===== src/sv/pcp_pkg.sv =====
// Shared types and constants for the perceptron branch predictor.
// No dependencies.
`timescale 1ns / 1ps

package pcp_pkg;

   // branch address width and result sum width are fixed by the interface
   localparam int ADDRESS_BITS   = 64;
   localparam int SUM_OUT_BITS   = 14;

   // training threshold register
   localparam int THRESHOLD_BITS = 8;
   localparam logic [THRESHOLD_BITS-1:0] THRESHOLD_RESET = 8'd44;

   // sequencer states, one-hot
   typedef enum logic [5:0] {
      ST_CLEAR  = 6'b000001,
      ST_IDLE   = 6'b000010,
      ST_SUM    = 6'b000100,
      ST_DECIDE = 6'b001000,
      ST_TRAIN  = 6'b010000,
      ST_RESP   = 6'b100000
   } state_type;

endpackage


===== src/sv/pcp_core.sv =====
// Sequencer and datapath: clearing pass, weighted sum, training read-modify-write,
// global history and the result register. Depends on pcp_pkg and an external pcp_wmem.
`timescale 1ns / 1ps

module pcp_core import pcp_pkg::*; #(
   parameter int INDEX_BITS = 8,
   parameter int HISTORY_LEN = 16,
   parameter int WEIGHT_BITS = 9,
   localparam int ROW_LEN = HISTORY_LEN + 1,
   localparam int DEPTH = (1 << INDEX_BITS) * ROW_LEN,
   localparam int ADDR_BITS = $clog2(DEPTH)
) (
   input  logic                              clock,
   input  logic                              reset,
   input  logic                              req_valid,
   output logic                              req_ready,
   input  logic [ADDRESS_BITS-1:0]           req_branch_address,
   input  logic                              req_taken,
   output logic                              rsp_valid,
   input  logic                              rsp_ready,
   output logic                              rsp_predicted_taken,
   output logic signed [SUM_OUT_BITS-1:0]    rsp_weighted_sum,
   output logic                              rsp_trained,
   input  logic [THRESHOLD_BITS-1:0]         threshold,
   output logic                              mem_rd_en,
   output logic [ADDR_BITS-1:0]              mem_rd_addr,
   input  logic [WEIGHT_BITS-1:0]            mem_rd_data,
   output logic                              mem_wr_en,
   output logic [ADDR_BITS-1:0]              mem_wr_addr,
   output logic [WEIGHT_BITS-1:0]            mem_wr_data
);

   localparam int CNT_BITS   = $clog2(ROW_LEN + 1);
   localparam int SUM_BITS   = WEIGHT_BITS + $clog2(ROW_LEN) + 1;
   localparam int EXT_BITS   = (SUM_BITS > SUM_OUT_BITS) ? SUM_BITS : SUM_OUT_BITS;
   localparam int MAG_BITS   = (SUM_BITS > THRESHOLD_BITS) ? SUM_BITS : THRESHOLD_BITS;
   localparam int BND_BITS   =
      ((WEIGHT_BITS > THRESHOLD_BITS) ? WEIGHT_BITS : THRESHOLD_BITS) + 1;
   localparam int WEIGHT_MAX = (1 << (WEIGHT_BITS - 1)) - 1;
   localparam logic signed [SUM_BITS-1:0]  SUM_ZERO = '0;
   localparam logic signed [WEIGHT_BITS:0] STEP_ONE = 1;

   // control registers
   state_type                  state_ff, state_in;
   logic [ADDR_BITS-1:0]       clr_ff, clr_in;
   logic [CNT_BITS-1:0]        cnt_ff, cnt_in;
   logic                       dv_ff, dv_in;
   logic [HISTORY_LEN-1:0]     hist_ff, hist_in;
   logic                       rsp_valid_ff, rsp_valid_in;

   // payload registers
   logic [ADDR_BITS-1:0]       base_ff, base_in;
   logic [ADDR_BITS-1:0]       wa_ff, wa_in;
   logic                       taken_ff, taken_in;
   logic [ROW_LEN-1:0]         sign_ff, sign_in;
   logic signed [SUM_BITS-1:0] acc_ff, acc_in;
   logic                       pred_ff, pred_in;
   logic                       train_ff, train_in;
   logic signed [SUM_OUT_BITS-1:0] sum_ff, sum_in;
   logic                       rsp_pred_ff, rsp_pred_in;
   logic signed [SUM_OUT_BITS-1:0] rsp_sum_ff, rsp_sum_in;
   logic                       rsp_train_ff, rsp_train_in;

   // datapath nets
   logic [ADDR_BITS-1:0]          rd_addr;
   logic                          issue;
   logic                          last;
   logic signed [WEIGHT_BITS-1:0] rd_w;
   logic signed [SUM_BITS-1:0]    w_ext;
   logic signed [SUM_BITS-1:0]    term;
   logic signed [WEIGHT_BITS:0]   w_step;
   logic signed [WEIGHT_BITS:0]   w_clamp;
   logic [BND_BITS-1:0]           theta_z;
   logic [BND_BITS-1:0]           bound_u;
   logic signed [WEIGHT_BITS:0]   bound_w;
   logic                          pred_now;
   logic signed [SUM_BITS-1:0]    mag_s;
   logic                          mag_lt;
   logic signed [EXT_BITS-1:0]    sum_ext;

   // row walk: one weight address per cycle, data in the next cycle
   assign rd_addr = base_ff + ADDR_BITS'(cnt_ff);
   assign issue   = ((state_ff == ST_SUM) || (state_ff == ST_TRAIN)) &&
                    (cnt_ff != CNT_BITS'(ROW_LEN));
   assign last    = dv_ff && (cnt_ff == CNT_BITS'(ROW_LEN));

   // sum term: weight added for a set sign bit, subtracted otherwise
   assign rd_w  = $signed(mem_rd_data);
   assign w_ext = SUM_BITS'(rd_w);
   assign term  = sign_ff[0] ? w_ext : -w_ext;

   // clamp bound is the smaller of theta and the largest storable weight
   assign theta_z = BND_BITS'(threshold);
   assign bound_u = (theta_z > BND_BITS'(WEIGHT_MAX)) ? BND_BITS'(WEIGHT_MAX) : theta_z;
   assign bound_w = $signed((WEIGHT_BITS + 1)'(bound_u));

   // training step: +1 when sign bit agrees with the outcome, else -1, then clamp
   assign w_step  = (WEIGHT_BITS + 1)'(rd_w) + ((sign_ff[0] == taken_ff) ? STEP_ONE
                                                                       : -STEP_ONE);
   assign w_clamp = (w_step > bound_w)  ? bound_w :
                    (w_step < -bound_w) ? -bound_w : w_step;

   // prediction and training decision on the full-precision sum
   assign pred_now = acc_ff > SUM_ZERO;
   assign mag_s    = (acc_ff < SUM_ZERO) ? -acc_ff : acc_ff;
   assign mag_lt   = MAG_BITS'($unsigned(mag_s)) < MAG_BITS'(threshold);
   assign sum_ext  = EXT_BITS'(acc_ff);

   // sequencer
   always_comb begin
      state_in     = state_ff;
      clr_in       = clr_ff;
      cnt_in       = cnt_ff;
      dv_in        = 1'b0;
      hist_in      = hist_ff;
      rsp_valid_in = rsp_valid_ff & ~rsp_ready;
      base_in      = base_ff;
      wa_in        = wa_ff;
      taken_in     = taken_ff;
      sign_in      = sign_ff;
      acc_in       = acc_ff;
      pred_in      = pred_ff;
      train_in     = train_ff;
      sum_in       = sum_ff;
      rsp_pred_in  = rsp_pred_ff;
      rsp_sum_in   = rsp_sum_ff;
      rsp_train_in = rsp_train_ff;
      req_ready    = 1'b0;
      mem_wr_en    = 1'b0;
      mem_wr_addr  = wa_ff;
      mem_wr_data  = w_clamp[WEIGHT_BITS-1:0];

      case (state_ff)
         ST_CLEAR: begin
            // zero the weight table, one entry per cycle
            mem_wr_en   = 1'b1;
            mem_wr_addr = clr_ff;
            mem_wr_data = '0;
            if (clr_ff == ADDR_BITS'(DEPTH - 1)) begin
               state_in = ST_IDLE;
            end else begin
               clr_in = clr_ff + 1'b1;
            end
         end
         ST_IDLE: begin
            req_ready = 1'b1;
            if (req_valid) begin
               base_in  = ADDR_BITS'(req_branch_address[INDEX_BITS+1:2] * ROW_LEN);
               taken_in = req_taken;
               sign_in  = {hist_ff, 1'b1};
               hist_in  = HISTORY_LEN'({hist_ff, req_taken});
               acc_in   = SUM_ZERO;
               cnt_in   = '0;
               state_in = ST_SUM;
            end
         end
         ST_SUM: begin
            dv_in = issue;
            wa_in = rd_addr;
            if (issue) begin
               cnt_in = cnt_ff + 1'b1;
            end
            if (dv_ff) begin
               acc_in  = acc_ff + term;
               sign_in = {sign_ff[0], sign_ff[ROW_LEN-1:1]};
            end
            if (last) begin
               state_in = ST_DECIDE;
            end
         end
         ST_DECIDE: begin
            pred_in  = pred_now;
            train_in = (pred_now != taken_ff) || mag_lt;
            sum_in   = sum_ext[SUM_OUT_BITS-1:0];
            cnt_in   = '0;
            state_in = ((pred_now != taken_ff) || mag_lt) ? ST_TRAIN : ST_RESP;
         end
         ST_TRAIN: begin
            // read entry i while writing back entry i-1
            dv_in = issue;
            wa_in = rd_addr;
            if (issue) begin
               cnt_in = cnt_ff + 1'b1;
            end
            if (dv_ff) begin
               mem_wr_en = 1'b1;
               sign_in   = {sign_ff[0], sign_ff[ROW_LEN-1:1]};
            end
            if (last) begin
               state_in = ST_RESP;
            end
         end
         ST_RESP: begin
            if (!rsp_valid_ff || rsp_ready) begin
               rsp_valid_in = 1'b1;
               rsp_pred_in  = pred_ff;
               rsp_sum_in   = sum_ff;
               rsp_train_in = train_ff;
               state_in     = ST_IDLE;
            end
         end
         default: begin
            state_in = ST_IDLE;
         end
      endcase
   end

   // control state
   always_ff @(posedge clock) begin
      if (reset) begin
         state_ff     <= ST_CLEAR;
         clr_ff       <= '0;
         cnt_ff       <= '0;
         dv_ff        <= 1'b0;
         hist_ff      <= '0;
         rsp_valid_ff <= 1'b0;
      end else begin
         state_ff     <= state_in;
         clr_ff       <= clr_in;
         cnt_ff       <= cnt_in;
         dv_ff        <= dv_in;
         hist_ff      <= hist_in;
         rsp_valid_ff <= rsp_valid_in;
      end
   end

   // payload
   always_ff @(posedge clock) begin
      base_ff      <= base_in;
      wa_ff        <= wa_in;
      taken_ff     <= taken_in;
      sign_ff      <= sign_in;
      acc_ff       <= acc_in;
      pred_ff      <= pred_in;
      train_ff     <= train_in;
      sum_ff       <= sum_in;
      rsp_pred_ff  <= rsp_pred_in;
      rsp_sum_ff   <= rsp_sum_in;
      rsp_train_ff <= rsp_train_in;
   end

   assign mem_rd_en           = issue;
   assign mem_rd_addr         = rd_addr;
   assign rsp_valid           = rsp_valid_ff;
   assign rsp_predicted_taken = rsp_pred_ff;
   assign rsp_weighted_sum    = rsp_sum_ff;
   assign rsp_trained         = rsp_train_ff;

endmodule


===== config.mk =====
export PLATFORM = sky130hd
export DESIGN_NAME = pcp_core
export DESIGN_NICKNAME = d
export VERILOG_FILES = /design/src/sv/pcp_pkg.sv /design/src/sv/pcp_core.sv
export SDC_FILE = /design/constraint.sdc
export NUM_CORES = 1
export LEC_CHECK = 0
export ABC_CLOCK_PERIOD_IN_PS = 6250
export BUFFER_PORTS_ARGS = -buffer_cell sky130_fd_sc_hd__buf_2
export CAP_MARGIN = 15
export CORE_ASPECT_RATIO = 1.2
export CORE_MARGIN = 2
export CORE_UTILIZATION = 50
export CTS_BUF_LIST = sky130_fd_sc_hd__clkbuf_8
export DETAILED_ROUTE_END_ITERATION = 16
export GPL_ROUTABILITY_DRIVEN = 0
export PLACE_DENSITY = 0.73
export SYNTH_ARGS = -nofsm -noshare
export SYNTH_HDL_FRONTEND = slang
export SYNTH_SLANG_ARGS = --single-unit

===== constraint.sdc =====
create_clock -name clock -period 6.25 [get_ports clock]
set_clock_uncertainty 0.1 [all_clocks]
set_input_delay 0.3125 -clock clock [delete_from_list [all_inputs] [get_ports clock]]
set_output_delay 0.3125 -clock clock [all_outputs]
set_load 0.005 [all_outputs]

# ---- Yosys cells after proc, flatten, opt, wreduce, memory -nomap -nowiden
# Cells that the tools add are included.
# W data, S select, Z words.
dict set report word_totals {
  out_inout_bits 55
  register_bits 133
  elab_cells 102
  input_bits 86
}
dict set report classes {
  multipliers 1
  eq_ne 19
  add_sub_neg 8
  order_cmp 6
  bitwise_logic 4
  n_mux 29
  n_reduce_logical 18
}
# operator n
set ops {}
lappend ops {{$mux W15} 4}
lappend ops {{$mux W6} 6}
lappend ops {{$pmux W6 S6} 1}
lappend ops {{$mux W17} 2}
lappend ops {{$pmux W17 S2} 1}
lappend ops {{$pmux W15 S2} 1}
lappend ops {{$mux W9} 3}
lappend ops {{$add A15 B15 Y15} 1}
lappend ops {{$gt A15 B1 Y1 const B} 1}
lappend ops {{$lt A15 B1 Y1 const B} 1}
lappend ops {{$lt A15 B8 Y1} 1}
lappend ops {{$neg A15 Y15} 1}
lappend ops {{$neg A9 Y15} 1}
lappend ops {{$pmux W5 S3} 1}
lappend ops {{$add A13 B1 Y13 const B} 1}
lappend ops {{$add A13 B5 Y13} 1}
lappend ops {{$eq A13 B13 Y1 const B} 1}
lappend ops {{$mul A8 B5 Y13 const B} 1}
lappend ops {{$mux W13} 1}
lappend ops {{$ne A2 B2 Y1 const B} 6}
lappend ops {{$add A9 B10 Y10} 1}
lappend ops {{$gt A10 B9 Y1} 1}
lappend ops {{$lt A10 B10 Y1} 1}
lappend ops {{$mux W10} 1}
lappend ops {{29 further kinds} 45}

# ---- Logic depth before layout (Yosys ltp)
dict set report logic_depth {
  word_depth 7
  ltp_mapped 20
  ltp_nobuf 16
}

# ---- Worst setup path before layout
# OpenSTA, ideal clock, no wires.
dict set report synth_path {
  kind {reg-to-output}
  start {register sign_ff[0]}
  end {output mem_wr_data[7]}
  setup_slack_ps 1484
  arrival_ps 4353
  t_required_ps 5838
  stages_incl_launch_ff 19
  n_path_buf 3
  path_cell_list {edfxtp_1 clkbuf_1 clkbuf_1 xor2_1 ha_1 a21o_1 and4_4 o21ai_1 nand2b_1 a21oi_1 xnor2_1 ha_1 nand2_1 or3_1 a21oi_1 or2_1 buf_2 nor3_1 or3_1}
}
dict set report synth_between {
  elab_chain_cells 7
  word_cells_on_any_way 8
  classes_between {add/sub (1); order compare (2); eq/ne (1); mux (4)}
}
# item line
set synth_rtl {}
lappend synth_rtl {{start: declaration} pcp_core.sv:55} ;# logic [ROW_LEN-1:0] sign_ff, sign_in;
lappend synth_rtl {{start signal: assignment} pcp_core.sv:232} ;# sign_ff <= sign_in;
lappend synth_rtl {{$eq A1 B1 Y1 *} pcp_core.sv:98} ;# assign w_step = (WEIGHT_BITS + 1)'(rd_w) + ((sign_ff[0] == taken_ff) ? STEP_ONE
lappend synth_rtl {{$mux W10 *} pcp_core.sv:98}
lappend synth_rtl {{$add A9 B10 Y10 *} pcp_core.sv:98}
lappend synth_rtl {{$lt A10 B10 Y1} pcp_core.sv:101} ;# (w_step < -bound_w) ? -bound_w : w_step;
lappend synth_rtl {{$mux W9} pcp_core.sv:101}
lappend synth_rtl {{$mux W9 *} pcp_core.sv:100} ;# assign w_clamp = (w_step > bound_w) ? bound_w :
lappend synth_rtl {{$mux W9 *} pcp_core.sv:133} ;# case (state_ff)
lappend synth_rtl {{end: declaration} pcp_core.sv:30} ;# output logic [WEIGHT_BITS-1:0] mem_wr_data
# Every way passes the cells marked *; elsewhere a longest branch is shown, timed or not.

# ---- Worst setup path after layout
dict set report layout_path {
  start {register sign_ff[0]}
  end {output mem_wr_data[5]}
}
# Same word-level chain as after synthesis.

==> results.md <==
- Final non-filler cell area: 0.008916 mm^2
- Post-DP HPWL: 11,810 um
- Worst Path Required: 5.84 ns
- Async S/R FF share, synth: 0
- Fin crit share: 0.8585
- WL final: 16,350 um
- Fraction of layout cells with a size suffix above 1: 0.1587
- Area growth syn-to-layout: 13.91%
- Syn Inst Count: 821
- Die W: 118.2 um
- Worst Hold Slack: 0.09556 ns
- Prevailing post-synth register cell: edfxtp_1
- Worst Hold Path Cells: 2
- Input/output buffers: 84
- Initial antenna violation count: 0
- ANT nets after route: 0
- CTS max path bufs: 2
- Drt wl/cell: 14.42 um
- Status: finished, final reports clean
- Element type at the critical path start: flop
- RR Endpoint: acc_ff[14]
- CTS Buf Count: 17
- DR pass1 iterations: 5
- Number of enable flip-flop cells after synthesis: 91
- Minimum clock period: 5.365 ns
- Area of the mapped netlist: 0.007828 mm^2
- H-tree levels: 4
- Syn_nets: 975
- Crit path DAT: 4.95 ns
- Total GRT Usage: 0.1991
- Library cells used by synthesis: 63
- Fmax: 186.4 MHz
- Vias: 6,119
- Place WS: 1.411 ns
- Worst reg2reg path startpoint: sign_ff[0]
- Rows: 50
- Peak supply drop: 0.0001712 V
- Global-route wire length before repair: 26,650 um
- CTS tree: done
- Flops & latches, synth: 133
- Flop2flop setup slack: 2.36 ns
- Post-CTS Setup Inserts: 0
- CP Capture Type: output port
- Core ar.: 0.01545 mm^2
- Post-route worst setup slack: 0.8846 ns
- Vias in the first global route: 5,792
- Clk Latency, worst-skew pair: 0.46 ns
- DRC Markers: 0
- Root Buffer: clkbuf_8
- Crit-path max FO: 16
- Filler cell count in the final layout: 1,362
- Seq/Total Area, Yosys: 0.4565
- Vias/cell: 5.396
- CP Class: reg -> out
- Final setup vio count: 0
- Min-delay src: req_branch_address[6]
- Syn Area/Cell: 9.534 um^2
- Hold buffers post-CTS: 5
- Die area: 0.01668 mm^2
- Max-Cap Viols: 0
- Hold Crit Class: in -> reg
- 1st-iter DRT viols: 434
- GR Overflow Total: 0
- Clock transition at path regs: 0.08 ns
- Chip Height: 141.1 um
- Total negative slack: 0 ns
- Dpl cell area: 0.008468 mm^2
- Total power: 0.002031 W
- Slew HR: 0.3947
- Pwr dens: 227.8 mW/mm^2
- CTS resizes: 0
- Cells on worst reg2reg path: 11
- YS warnings: 0
- Initial Util: 0.5066
- Layout net count: 1,067
- # diodes: 0
- Clock sink total: 133
- Least-Margin Pin Slew: 0.9079 ns
- Final hold viol count: 0
- Fin. max-slew vios: 0
- IO Count: 141
- LEAKAGE: 3.685 nW
- Hold EP: base_ff[4]
- RSZ-0062 raised after global routing: no
- Largest net degree at the start of global routing: 41
[area by class of cell]
class,instances,area (um^2),share of cell area
multi-input cells,627,4015,0.4503
flip-flops and latches,133,3573,0.4008
repair buffers,97,530.5,0.05950
well taps,208,260.3,0.02919
clock buffers,17,234.0,0.02624
clock inverters,15,163.9,0.01838
inverters,37,138.9,0.01558
[state kept, by name (all words and copies together), names as in the netlist, 5 cells and up]
name and flops:
hist_ff 16, clr_ff 13, cnt_ff 5, acc_ff 15
rsp_weighted_sum 14, state_ff 6, base_ff 13, sum_ff 14
sign_ff 17, wa_ff 13
[Yosys cell counts (2+ instances only)]
| cell type | number | area [um^2] |
|---|---|---|
| nand3b_1 | 4 | 30.03 |
| o21bai_1 | 2 | 15.01 |
| a211o_1 | 2 | 17.52 |
| inv_2 | 7 | 26.28 |
| nand3_1 | 17 | 85.08 |
| nor4_2 | 2 | 25.02 |
| clkbuf_1 | 18 | 67.56 |
| o21ai_0 | 23 | 115.1 |
| nand2b_1 | 13 | 81.33 |
| buf_2 | 2 | 10.01 |
| nand2_1 | 155 | 581.8 |
| xnor2_1 | 37 | 324.1 |
| nand4_1 | 7 | 43.79 |
| a21oi_2 | 2 | 17.52 |
| o21ai_1 | 12 | 60.06 |
| edfxtp_1 | 91 | 2733 |
| a211oi_1 | 4 | 30.03 |
| nor2_1 | 56 | 210.2 |
| buf_1 | 3 | 11.26 |
| and3_1 | 8 | 50.05 |
| nor3b_1 | 2 | 15.01 |
| xor2_1 | 31 | 271.5 |
| a21oi_1 | 59 | 295.3 |
| o21a_1 | 2 | 15.01 |
| nor3_1 | 33 | 165.2 |
| a31oi_1 | 3 | 18.77 |
| ha_1 | 64 | 800.8 |
| nor2b_1 | 8 | 50.05 |
| o31a_1 | 2 | 17.52 |
| dfxtp_1 | 42 | 840.8 |
| inv_1 | 29 | 108.9 |
| mux2_2 | 3 | 33.78 |
| a2111oi_0 | 3 | 26.28 |
| or3_1 | 11 | 68.82 |
| and2_1 | 5 | 31.28 |
| and3b_1 | 4 | 35.03 |
| nor4_1 | 6 | 37.54 |
| or2_1 | 3 | 18.77 |
| a21o_1 | 16 | 120.1 |
| a41oi_1 | 2 | 17.52 |
| o31ai_1 | 3 | 22.52 |
| fa_1 | 4 | 80.08 |
[cell usage in the layout (no fill, tap or decap), types with 11 or more instances in the layout]
| master | n |
|---|---|
| a21o_1 | 16 |
| nand2_1 | 155 |
| nand2b_1 | 13 |
| xor2_1 | 31 |
| or3_1 | 11 |
| clkbuf_8 | 17 |
| o21ai_0 | 22 |
| nand3_1 | 17 |
| ha_1 | 64 |
| nor3_1 | 33 |
| inv_1 | 29 |
| dfxtp_1 | 42 |
| o21ai_1 | 13 |
| edfxtp_1 | 91 |
| xnor2_1 | 37 |
| a21oi_1 | 59 |
| nor2_1 | 56 |
| buf_2 | 84 |
[worst max-delay path, stage by stage (launching register included)]
cell and delay [ns]:
edfxtp_1 0.63, xor2_1 0.23, buf_4 0.21, ha_1 0.27
a21o_1 0.20, and4_4 0.19, o21ai_1 0.23, nand2b_1 0.08
a21oi_1 0.22, a211o_1 0.38, ha_1 0.31, nand2b_1 0.12
nor3_1 0.06, o21ai_1 0.08, a22oi_2 0.08, nor2_1 0.59
a21oi_1 0.07, or3_1 0.40, buf_2 0.14
[worst max path at each step]
stage / startpoint / to / cells past startpoint
2_1_floorplan: sign_ff[0] / mem_wr_data[7] / 18
3_3_place_gp: sign_ff[0] / mem_wr_data[7] / 18
3_5_place_dp: sign_ff[0] / mem_wr_data[5] / 18
4_1_cts: sign_ff[0] / mem_wr_data[5] / 18
5_1_grt: sign_ff[0] / mem_wr_data[3] / 18
6_report: sign_ff[0] / mem_wr_data[5] / 18
[metal layers]
metal	wire [um]	GRT usage
met1	7125	0.2309
met2	8395	0.3590
met3	663	0.04409
met4	165	0.07419
met5	0	0
[stage by stage]
step | util | instances
6_report | 0.5770 | 1134
3_5_place_dp | 0.5480 | 1097
4_1_cts | 0.5770 | 1134
2_1_floorplan | - | 821
5_1_grt | 0.5770 | 1134
3_3_place_gp | 0.5480 | 1097
[power breakdown]
part	leakage, nW	switching, W	internal (W)
Clock	0.193	0.000388	0.000332
Combinational	2.33	0.000213	0.000141
Sequential	1.16	0.0000124	0.000945
Total	3.69	0.000613	0.00142
[logic make-up after synthesis]
| family | count (synthesis) | share of synthesized area |
|---|---|---|
| AND/OR/NAND/NOR | 341 | 0.2032 |
| AO/OA/AOI/OAI | 145 | 0.1135 |
| flip-flops | 133 | 0.4565 |
| XOR/XNOR | 69 | 0.07817 |
| adder cells (fa/ha/maj) | 68 | 0.1125 |
| buffers and inverters | 61 | 0.03053 |
| multiplexers | 4 | 0.005594 |
Power figures use the tool's default switching activity.
